--- config.mk ---
export PLATFORM = sky130hd
export DESIGN_NAME = min_heap_priority_queue_core
export DESIGN_NICKNAME = d
export VERILOG_FILES = /design/src/hw/rtl/mhpq_pkg.sv /design/src/hw/rtl/mhpq_ram.sv /design/src/hw/rtl/mhpq_seq.sv /design/src/hw/rtl/min_heap_priority_queue_core.sv
export SDC_FILE = /design/constraint.sdc
export NUM_CORES = 2
export LEC_CHECK = 0
export BUFFER_PORTS_ARGS = -buffer_cell sky130_fd_sc_hd__buf_2
export CAP_MARGIN = 20
export CORE_MARGIN = 8
export CORE_UTILIZATION = 57
export CTS_CLUSTER_DIAMETER = 50
export CTS_CLUSTER_SIZE = 30
export DETAILED_ROUTE_END_ITERATION = 7
export MAX_ROUTING_LAYER = met4
export PLACE_DENSITY_LB_ADDON = 0.08
export SLEW_MARGIN = 20
export SYNTH_ARGS = -nofsm -noshare
export SYNTH_HDL_FRONTEND = slang
export SYNTH_SLANG_ARGS = --single-unit
--- constraint.sdc ---
create_clock -name i_clk -period 6.23 [get_ports i_clk]
set_clock_uncertainty 0.05 [all_clocks]
set_input_delay 0.9345 -clock i_clk [delete_from_list [all_inputs] [get_ports i_clk]]
set_output_delay 0.9345 -clock i_clk [all_outputs]
set_load 0.01 [all_outputs]
--- src/hw/rtl/mhpq_pkg.sv ---
`timescale 1ns / 1ps
`default_nettype none

package mhpq_pkg;

    localparam int MHPQ_CAPACITY = 64;
    localparam int DATA_W        = 32;
    localparam int ENTRY_COUNT_W = 7;

    typedef enum logic {
        OP_INSERT = 1'b0,
        OP_REMOVE = 1'b1
    } t_op;

    typedef enum logic [1:0] {
        ST_DONE  = 2'd0,
        ST_FULL  = 2'd1,
        ST_EMPTY = 2'd2
    } t_status;

    typedef logic signed [DATA_W-1:0]  t_data;
    typedef logic [ENTRY_COUNT_W-1:0]  t_entry_count;

    typedef struct packed {
        t_op   op;
        t_data value;
    } t_in_item;

    typedef struct packed {
        t_data        min_value;
        t_entry_count entry_count;
        logic         is_empty;
        t_status      status;
    } t_out_item;

endpackage

`default_nettype wire

--- src/hw/rtl/mhpq_ram.sv ---
`timescale 1ns / 1ps
`default_nettype none

module mhpq_ram #(
    parameter int DEPTH  = 64,
    parameter int ADDR_W = 6,
    parameter int DATA_W = 32
) (
    input  wire logic              i_clk,
    input  wire logic              i_wr_en,
    input  wire logic [ADDR_W-1:0] i_wr_addr,
    input  wire logic [DATA_W-1:0] i_wr_data,
    input  wire logic [ADDR_W-1:0] i_rd_addr,
    output logic      [DATA_W-1:0] o_rd_data
);

    logic [DATA_W-1:0] r_mem [DEPTH];

    always_ff @(posedge i_clk) begin
        if (i_wr_en) begin
            r_mem[i_wr_addr] <= i_wr_data;
        end
    end

    always_ff @(posedge i_clk) begin
        o_rd_data <= r_mem[i_rd_addr];
    end

endmodule

`default_nettype wire

--- src/hw/rtl/mhpq_seq.sv ---
`timescale 1ns / 1ps
`default_nettype none

module mhpq_seq #(
    parameter int CAPACITY = mhpq_pkg::MHPQ_CAPACITY,
    parameter int IW       = $clog2(CAPACITY),
    parameter int CW       = $clog2(CAPACITY + 1)
) (
    input  wire logic                 i_clk,
    input  wire logic                 i_rst_n,
    input  wire logic                 i_valid,
    input  wire mhpq_pkg::t_in_item   i_in,
    output logic                      o_stall,
    output logic                      o_res_valid,
    output mhpq_pkg::t_out_item       o_res,
    input  wire logic                 i_res_stall,
    output logic                      o_wr_en,
    output logic [IW-1:0]             o_wr_addr,
    output logic [mhpq_pkg::DATA_W-1:0] o_wr_data,
    output logic [IW-1:0]             o_rd_addr,
    input  wire logic [mhpq_pkg::DATA_W-1:0] i_rd_data
);

    import mhpq_pkg::*;

    localparam int LW = IW + 1;

    typedef enum logic [3:0] {
        S_IDLE,
        S_UP_RD,
        S_UP_CMP,
        S_DN_LOAD,
        S_DN_RDL,
        S_DN_RDR,
        S_DN_CMPR,
        S_DN_CMPI,
        S_DONE
    } t_state;

    t_state        r_state,  n_state;
    logic [CW-1:0] r_count,  n_count;
    logic [IW-1:0] r_idx,    n_idx;
    logic [IW-1:0] r_par,    n_par;
    logic [IW-1:0] r_pick,   n_pick;
    t_data         r_item,   n_item;
    t_data         r_child,  n_child;
    t_data         r_root;
    t_status       r_status, n_status;

    t_data         w_rd;
    t_data         w_cmp_a;
    t_data         w_cmp_b;
    logic          w_lt;
    logic [LW-1:0] w_left;
    logic [CW-1:0] w_right;

    assign w_rd    = t_data'(i_rd_data);
    assign w_left  = {r_idx, 1'b1};
    assign w_right = CW'(r_pick) + CW'(1);

    // shared signed comparator
    always_comb begin
        unique case (r_state)
            S_UP_CMP:  begin w_cmp_a = r_item;  w_cmp_b = w_rd;    end
            S_DN_CMPR: begin w_cmp_a = w_rd;    w_cmp_b = r_child; end
            default:   begin w_cmp_a = r_child; w_cmp_b = r_item;  end
        endcase
    end

    assign w_lt = (w_cmp_a < w_cmp_b);

    always_comb begin
        n_state   = r_state;
        n_count   = r_count;
        n_idx     = r_idx;
        n_par     = r_par;
        n_pick    = r_pick;
        n_item    = r_item;
        n_child   = r_child;
        n_status  = r_status;
        o_wr_en   = 1'b0;
        o_wr_addr = r_idx;
        o_wr_data = r_item;
        o_rd_addr = r_idx;

        unique case (r_state)
            S_IDLE: begin
                if (i_valid) begin
                    n_status = ST_DONE;
                    if (i_in.op == OP_INSERT) begin
                        if (r_count == CW'(CAPACITY)) begin
                            n_status = ST_FULL;
                            n_state  = S_DONE;
                        end else begin
                            n_idx   = IW'(r_count);
                            n_item  = i_in.value;
                            n_count = r_count + CW'(1);
                            n_state = S_UP_RD;
                        end
                    end else begin
                        if (r_count == '0) begin
                            n_status = ST_EMPTY;
                            n_state  = S_DONE;
                        end else begin
                            n_count = r_count - CW'(1);
                            n_idx   = '0;
                            if (r_count == CW'(1)) begin
                                n_state = S_DONE;
                            end else begin
                                o_rd_addr = IW'(r_count - CW'(1));
                                n_state   = S_DN_LOAD;
                            end
                        end
                    end
                end
            end
            S_UP_RD: begin
                if (r_idx == '0) begin
                    o_wr_en = 1'b1;
                    n_state = S_DONE;
                end else begin
                    n_par     = (r_idx - IW'(1)) >> 1;
                    o_rd_addr = (r_idx - IW'(1)) >> 1;
                    n_state   = S_UP_CMP;
                end
            end
            S_UP_CMP: begin
                o_wr_en = 1'b1;
                if (w_lt) begin
                    o_wr_data = w_rd;
                    n_idx     = r_par;
                    n_state   = S_UP_RD;
                end else begin
                    n_state = S_DONE;
                end
            end
            S_DN_LOAD: begin
                n_item  = w_rd;
                n_state = S_DN_RDL;
            end
            S_DN_RDL: begin
                if (w_left >= LW'(r_count)) begin
                    o_wr_en = 1'b1;
                    n_state = S_DONE;
                end else begin
                    o_rd_addr = w_left[IW-1:0];
                    n_pick    = w_left[IW-1:0];
                    n_state   = S_DN_RDR;
                end
            end
            S_DN_RDR: begin
                n_child = w_rd;
                if (w_right < r_count) begin
                    o_rd_addr = r_pick + IW'(1);
                    n_state   = S_DN_CMPR;
                end else begin
                    n_state = S_DN_CMPI;
                end
            end
            S_DN_CMPR: begin
                if (w_lt) begin
                    n_child = w_rd;
                    n_pick  = r_pick + IW'(1);
                end
                n_state = S_DN_CMPI;
            end
            S_DN_CMPI: begin
                o_wr_en = 1'b1;
                if (w_lt) begin
                    o_wr_data = r_child;
                    n_idx     = r_pick;
                    n_state   = S_DN_RDL;
                end else begin
                    n_state = S_DONE;
                end
            end
            S_DONE: begin
                if (!i_res_stall) begin
                    n_state = S_IDLE;
                end
            end
            default: begin
                n_state = S_IDLE;
            end
        endcase
    end

    always_ff @(posedge i_clk) begin
        if (!i_rst_n) begin
            r_state <= S_IDLE;
            r_count <= '0;
        end else begin
            r_state <= n_state;
            r_count <= n_count;
        end
        r_idx    <= n_idx;
        r_par    <= n_par;
        r_pick   <= n_pick;
        r_item   <= n_item;
        r_child  <= n_child;
        r_status <= n_status;
        if (o_wr_en && (o_wr_addr == '0)) begin
            r_root <= t_data'(o_wr_data);
        end
    end

    assign o_stall           = (r_state != S_IDLE);
    assign o_res_valid       = (r_state == S_DONE);
    assign o_res.min_value   = (r_count != '0) ? r_root : '0;
    assign o_res.entry_count = t_entry_count'(r_count);
    assign o_res.is_empty    = (r_count == '0);
    assign o_res.status      = r_status;

endmodule

`default_nettype wire

--- src/hw/rtl/min_heap_priority_queue_core.sv ---
`timescale 1ns / 1ps
`default_nettype none

// channel   direction  payload     handshake
// request   in         t_in_item   i_valid / o_stall
// result    out        t_out_item  o_valid / i_stall
//
// one request at a time; o_stall is high from the accepting edge until the sequencer returns to idle
// insert: the new value moves up from the next free slot while it is less than its parent
// remove: the last entry moves down from the root while the smaller child is less than it
// full insert, empty remove and a remove that empties the heap go straight to the result
// reset clears the count; heap contents are not cleared
// a result waits in the output register while i_stall is high; a later result then holds in S_DONE, stalling requests

module min_heap_priority_queue_core #(
    parameter int CAPACITY = mhpq_pkg::MHPQ_CAPACITY
) (
    input  wire logic                i_clk,
    input  wire logic                i_rst_n,
    input  wire logic                i_valid,
    input  wire mhpq_pkg::t_in_item  i_in,
    output logic                     o_stall,
    output logic                     o_valid,
    output mhpq_pkg::t_out_item      o_out,
    input  wire logic                i_stall
);

    import mhpq_pkg::*;

    localparam int IW = $clog2(CAPACITY);
    localparam int CW = $clog2(CAPACITY + 1);

    logic              w_wr_en;
    logic [IW-1:0]     w_wr_addr;
    logic [DATA_W-1:0] w_wr_data;
    logic [IW-1:0]     w_rd_addr;
    logic [DATA_W-1:0] w_rd_data;
    logic              w_res_valid;
    t_out_item         w_res;
    logic              w_res_stall;

    logic              r_out_valid;
    t_out_item         r_out;

    mhpq_ram #(
        .DEPTH  (CAPACITY),
        .ADDR_W (IW),
        .DATA_W (DATA_W)
    ) u_ram (
        .i_clk     (i_clk),
        .i_wr_en   (w_wr_en),
        .i_wr_addr (w_wr_addr),
        .i_wr_data (w_wr_data),
        .i_rd_addr (w_rd_addr),
        .o_rd_data (w_rd_data)
    );

    mhpq_seq #(
        .CAPACITY (CAPACITY),
        .IW       (IW),
        .CW       (CW)
    ) u_seq (
        .i_clk       (i_clk),
        .i_rst_n     (i_rst_n),
        .i_valid     (i_valid),
        .i_in        (i_in),
        .o_stall     (o_stall),
        .o_res_valid (w_res_valid),
        .o_res       (w_res),
        .i_res_stall (w_res_stall),
        .o_wr_en     (w_wr_en),
        .o_wr_addr   (w_wr_addr),
        .o_wr_data   (w_wr_data),
        .o_rd_addr   (w_rd_addr),
        .i_rd_data   (w_rd_data)
    );

    assign w_res_stall = r_out_valid && i_stall;

    always_ff @(posedge i_clk) begin
        if (!i_rst_n) begin
            r_out_valid <= 1'b0;
        end else if (!w_res_stall) begin
            r_out_valid <= w_res_valid;
        end
        if (!w_res_stall && w_res_valid) begin
            r_out <= w_res;
        end
    end

    assign o_valid = r_out_valid;
    assign o_out   = r_out;

endmodule

`default_nettype wire

==> Implementation_results.wiki <==
{| class="wikitable"
! Metric !! Value
|-
| Status || complete, no violations
|-
| Classification of the worst-slack hold path || flop to flop
|-
| CTS Hold Bufs || 0
|-
| Ys async rst share || 0%
|-
| Fill cells || 11430
|-
| Number of endpoints with negative hold slack in the final report || 0
|-
| Clock tree from TritonCTS || built
|-
| Pre-antenna DRT Iters || 7
|-
| Hold wc startpoint || u_seq.r_status[1]$_SDFFCE_PN0P_
|-
| Family with the most delay on the worst path || compound AO/OA/AOI/OAI gates
|-
| Cell Area, Synth || 90700 um2
|-
| Clock network latency to the later pin of the worst-skew pair || 0.83 ns
|-
| Type of the worst setup path || flop to flop
|-
| Vias after detailed routing || 58535
|-
| Initial core utilization || 57.3%
|-
| Wirelength, routed || 269 mm
|-
| Achievable frequency || 165 MHz
|-
| Detail Route Antenna Nets || 0
|-
| Remaining max-slew budget at the tightest pin || 20.2%
|-
| Total number of nets in the final design || 6895
|-
| GRT Residual Overflow || 0
|-
| Fin crit share || 97.2%
|-
| Kind of end point of the critical path || flop
|-
| Die width || 415 um
|-
| Average wire per standard cell || 29.7 um
|-
| Post-synthesis instance total || 6688
|-
| Number of placement rows || 146
|-
| Total Negative Setup Slacks || 0 ns
|-
| Initial antenna violation count || 20
|-
| Iteration-0 DRC Markers || 8254
|-
| Total GRT Usage || 31.2%
|-
| Final number of max-transition violations || 0
|-
| Flip-flop and latch count after synthesis || 2249
|-
| Worst slack on hold paths || 0.371 ns
|-
| Boundary Pins || 81
|-
| Clock buffer count from CTS || 173
|-
| WP data arrival || 6.71 ns
|-
| Final weighted congestion in routability-driven placement || 0.925
|-
| Clock slew seen by the registers of the worst setup and hold paths || 0.08 ns
|-
| Cell chosen for the clock root || clkbuf_16
|-
| Die height || 415 um
|-
| Time the worst path needs with I/O delays and setup || 6.06 ns
|-
| Most used cells in the layout excluding fill and tap cells || edfxtp_1, nand2_1, nand3_1
|-
| CP startpoint kind || flop
|-
| Avg Synthesized Cell Area || 13.6 um2
|-
| Area growth from synthesis to layout || 12.8%
|-
| DRC Markers || 0
|-
| Start point of the critical path || u_seq.r_pick[0]$_SDFFCE_PP1P_
|-
| Port Buffers || 80
|-
| Number of buffers between clock root and the deepest sink || 3
|-
| Cell chain of the critical path || ha_1 > nand3_1 > xor2_1 > inv_1 > ha_1 > a211oi_1 > o21ai_0 > nor2_1 > a21oi_1 > o32ai_4 > nand2_8 > buf_12 > a211oi_1 > a31oi_1 > o211ai_1 > a31oi_2 > or3_1
|-
| Count of different cell masters after synthesis || 75
|-
| Global-route wire length before repair || 385 mm
|-
| H-tree lvl count || 4
|-
| Most common cell after layout, fill and taps aside || edfxtp_1
|-
| Placed wire-length estimate || 152 mm
|-
| Data required time at the worst endpoint || 6.88 ns
|-
| Most instantiated flip-flop cell in the synthesis netlist || edfxtp_1
|-
| Transition time of the tightest slew-check pin || 1.19 ns
|-
| Core area || 158000 um2
|-
| Nets in the synthesized netlist || 6773
|-
| CP max FO || 55
|-
| Total die area || 172000 um2
|-
| Proportion of synthesized chip area in sequential cells || 74.0%
|-
| Via-to-Cell Ratio || 6.47
|-
| Synth warnings || 0
|-
| Fraction of final layout cells sized beyond drive strength 1 || 12.7%
|-
| Via count of the first global-routing pass || 54825
|-
| Worst Path Buf+Inv || 2
|-
| Max Cap Violations || 0
|-
| Hold Path Sink || o_out[1]$_DFFE_PP_
|-
| Pin count of the biggest net entering global routing || 109
|-
| Cell count of the worst reg-to-reg path || 17
|-
| Worst path slowest cell || o211ai_1
|-
| Number of instances on the worst hold path || 0
|-
| Setup slack on the worst flop-to-flop path || 0.17 ns
|-
| Crit Reg-Reg Startpoint || u_seq.r_pick[0]$_SDFFCE_PP1P_
|-
| Clock sink count || 2249
|-
| Final-report setup violation count || 0
|-
| Post-synth EDFFs || 2205
|-
| R2r endpoint || u_ram.o_rd_data[12]$_DFF_P_
|-
| Longest individual stage delay on the worst path || 0.63 ns
|}
-- cell usage after synthesis (all sizes together) (3+ instances only) --
cell	n	area share [%]
o211ai	38	0.31
a21oi	311	1.7
and2	10	0.069
inv	23	0.095
a222oi	5	0.055
nand2	1545	6.4
a32oi	32	0.31
nand3	722	4.0
or2	6	0.041
a22oi	94	0.78
nor2b	40	0.28
xnor2	7	0.068
nand3b	5	0.041
nor2	140	0.59
o22ai	66	0.46
or3	37	0.26
nand2b	9	0.062
nand4	9	0.062
mux2i	284	3.1
and3	68	0.47
o21ai	90	0.50
xor2	6	0.058
ha	48	0.66
clkbuf	233	0.96
a21o	11	0.091
o21a	3	0.025
dfxtp	44	0.97
nor3	14	0.077
mux2	37	0.46
o2bb2ai	32	0.31
a31o	33	0.32
a31oi	195	1.3
a41oi	4	0.039
a211oi	40	0.33
buf	205	1.2
edfxtp	2205	73
-- layer usage --
layer	global-route usage [%]	routed length (um)	part of all wire [%]
met1	44.5	109000	41
met2	46.0	119000	44
met3	6.04	30900	11
met4	9.81	9410	3.5
met5	-	0	0
-- what timing repair did --
action	CTS	global route
gates resized for setup	0	4
endpoints found under the setup margin	0	4
setup buffers	0	3
-- registers in the layout, summed over array words and instances (netlist names) --
signal           flops
u_ram.r_mem       2048
o_out               42
u_ram.o_rd_data     32
u_seq.r_child       32
u_seq.r_item        32
u_seq.r_root        32
u_seq.r_count        7
u_seq.o_wr_addr      6
u_seq.r_pick         6
u_seq.r_par          5
u_seq.r_state        4
u_seq.r_status       2
o_valid              1
-- through the flow --
step           utilization, %  cells  setup WS [ns]  cell area (um2)
2_1_floorplan               -   6688         -0.284            90700
3_3_place_gp             60.7   8702          0.126            96000
3_5_place_dp             60.7   8703         0.0956            96000
4_1_cts                  64.6   9025         0.0607           102000
5_1_grt                  64.6   9039        -0.0758           102000
6_report                 64.6   9045          0.172           102000
-- how the worst max path moves through the flow --
| stage | endpoint | cells after the start |
|---|---|---|
| after floorplan | u_ram.r_mem[0][0]$_DFFE_PP_ | 18 |
| after global placement | u_ram.o_rd_data[13]$_DFF_P_ | 18 |
| after detailed placement | u_ram.o_rd_data[13]$_DFF_P_ | 18 |
| after CTS | u_ram.o_rd_data[13]$_DFF_P_ | 18 |
| after global routing | u_ram.o_rd_data[12]$_DFF_P_ | 17 |
| final | u_ram.o_rd_data[12]$_DFF_P_ | 17 |
-- cell type report --
type,instances,area [um2],area share [%]
Multi-Input combinational cell,3978,22900,22.3
Clock buffer,186,4530,4.43
Timing Repair Buffer,385,3400,3.33
Inverter,23,86.3,0.0844
Clock inverter,136,1660,1.63
Antenna cell,16,40.0,0.0392
Sequential cell,2249,67100,65.6
Tap cell,2072,2590,2.54
-- kinds of logic after synthesis --
kind of cell | synth area share, %
and+or+nand+nor | 12.4
DFF | 74.0
AOI/OAI and AO/OA | 6.89
buffers and inverters | 2.29
muxes | 3.59
adders and majority gates | 0.662
xor gates and xnor gates | 0.126
Power is left out: the tool's default activity adds up to more than one toggle a clock period on the data nets, which glitch-free logic cannot reach.
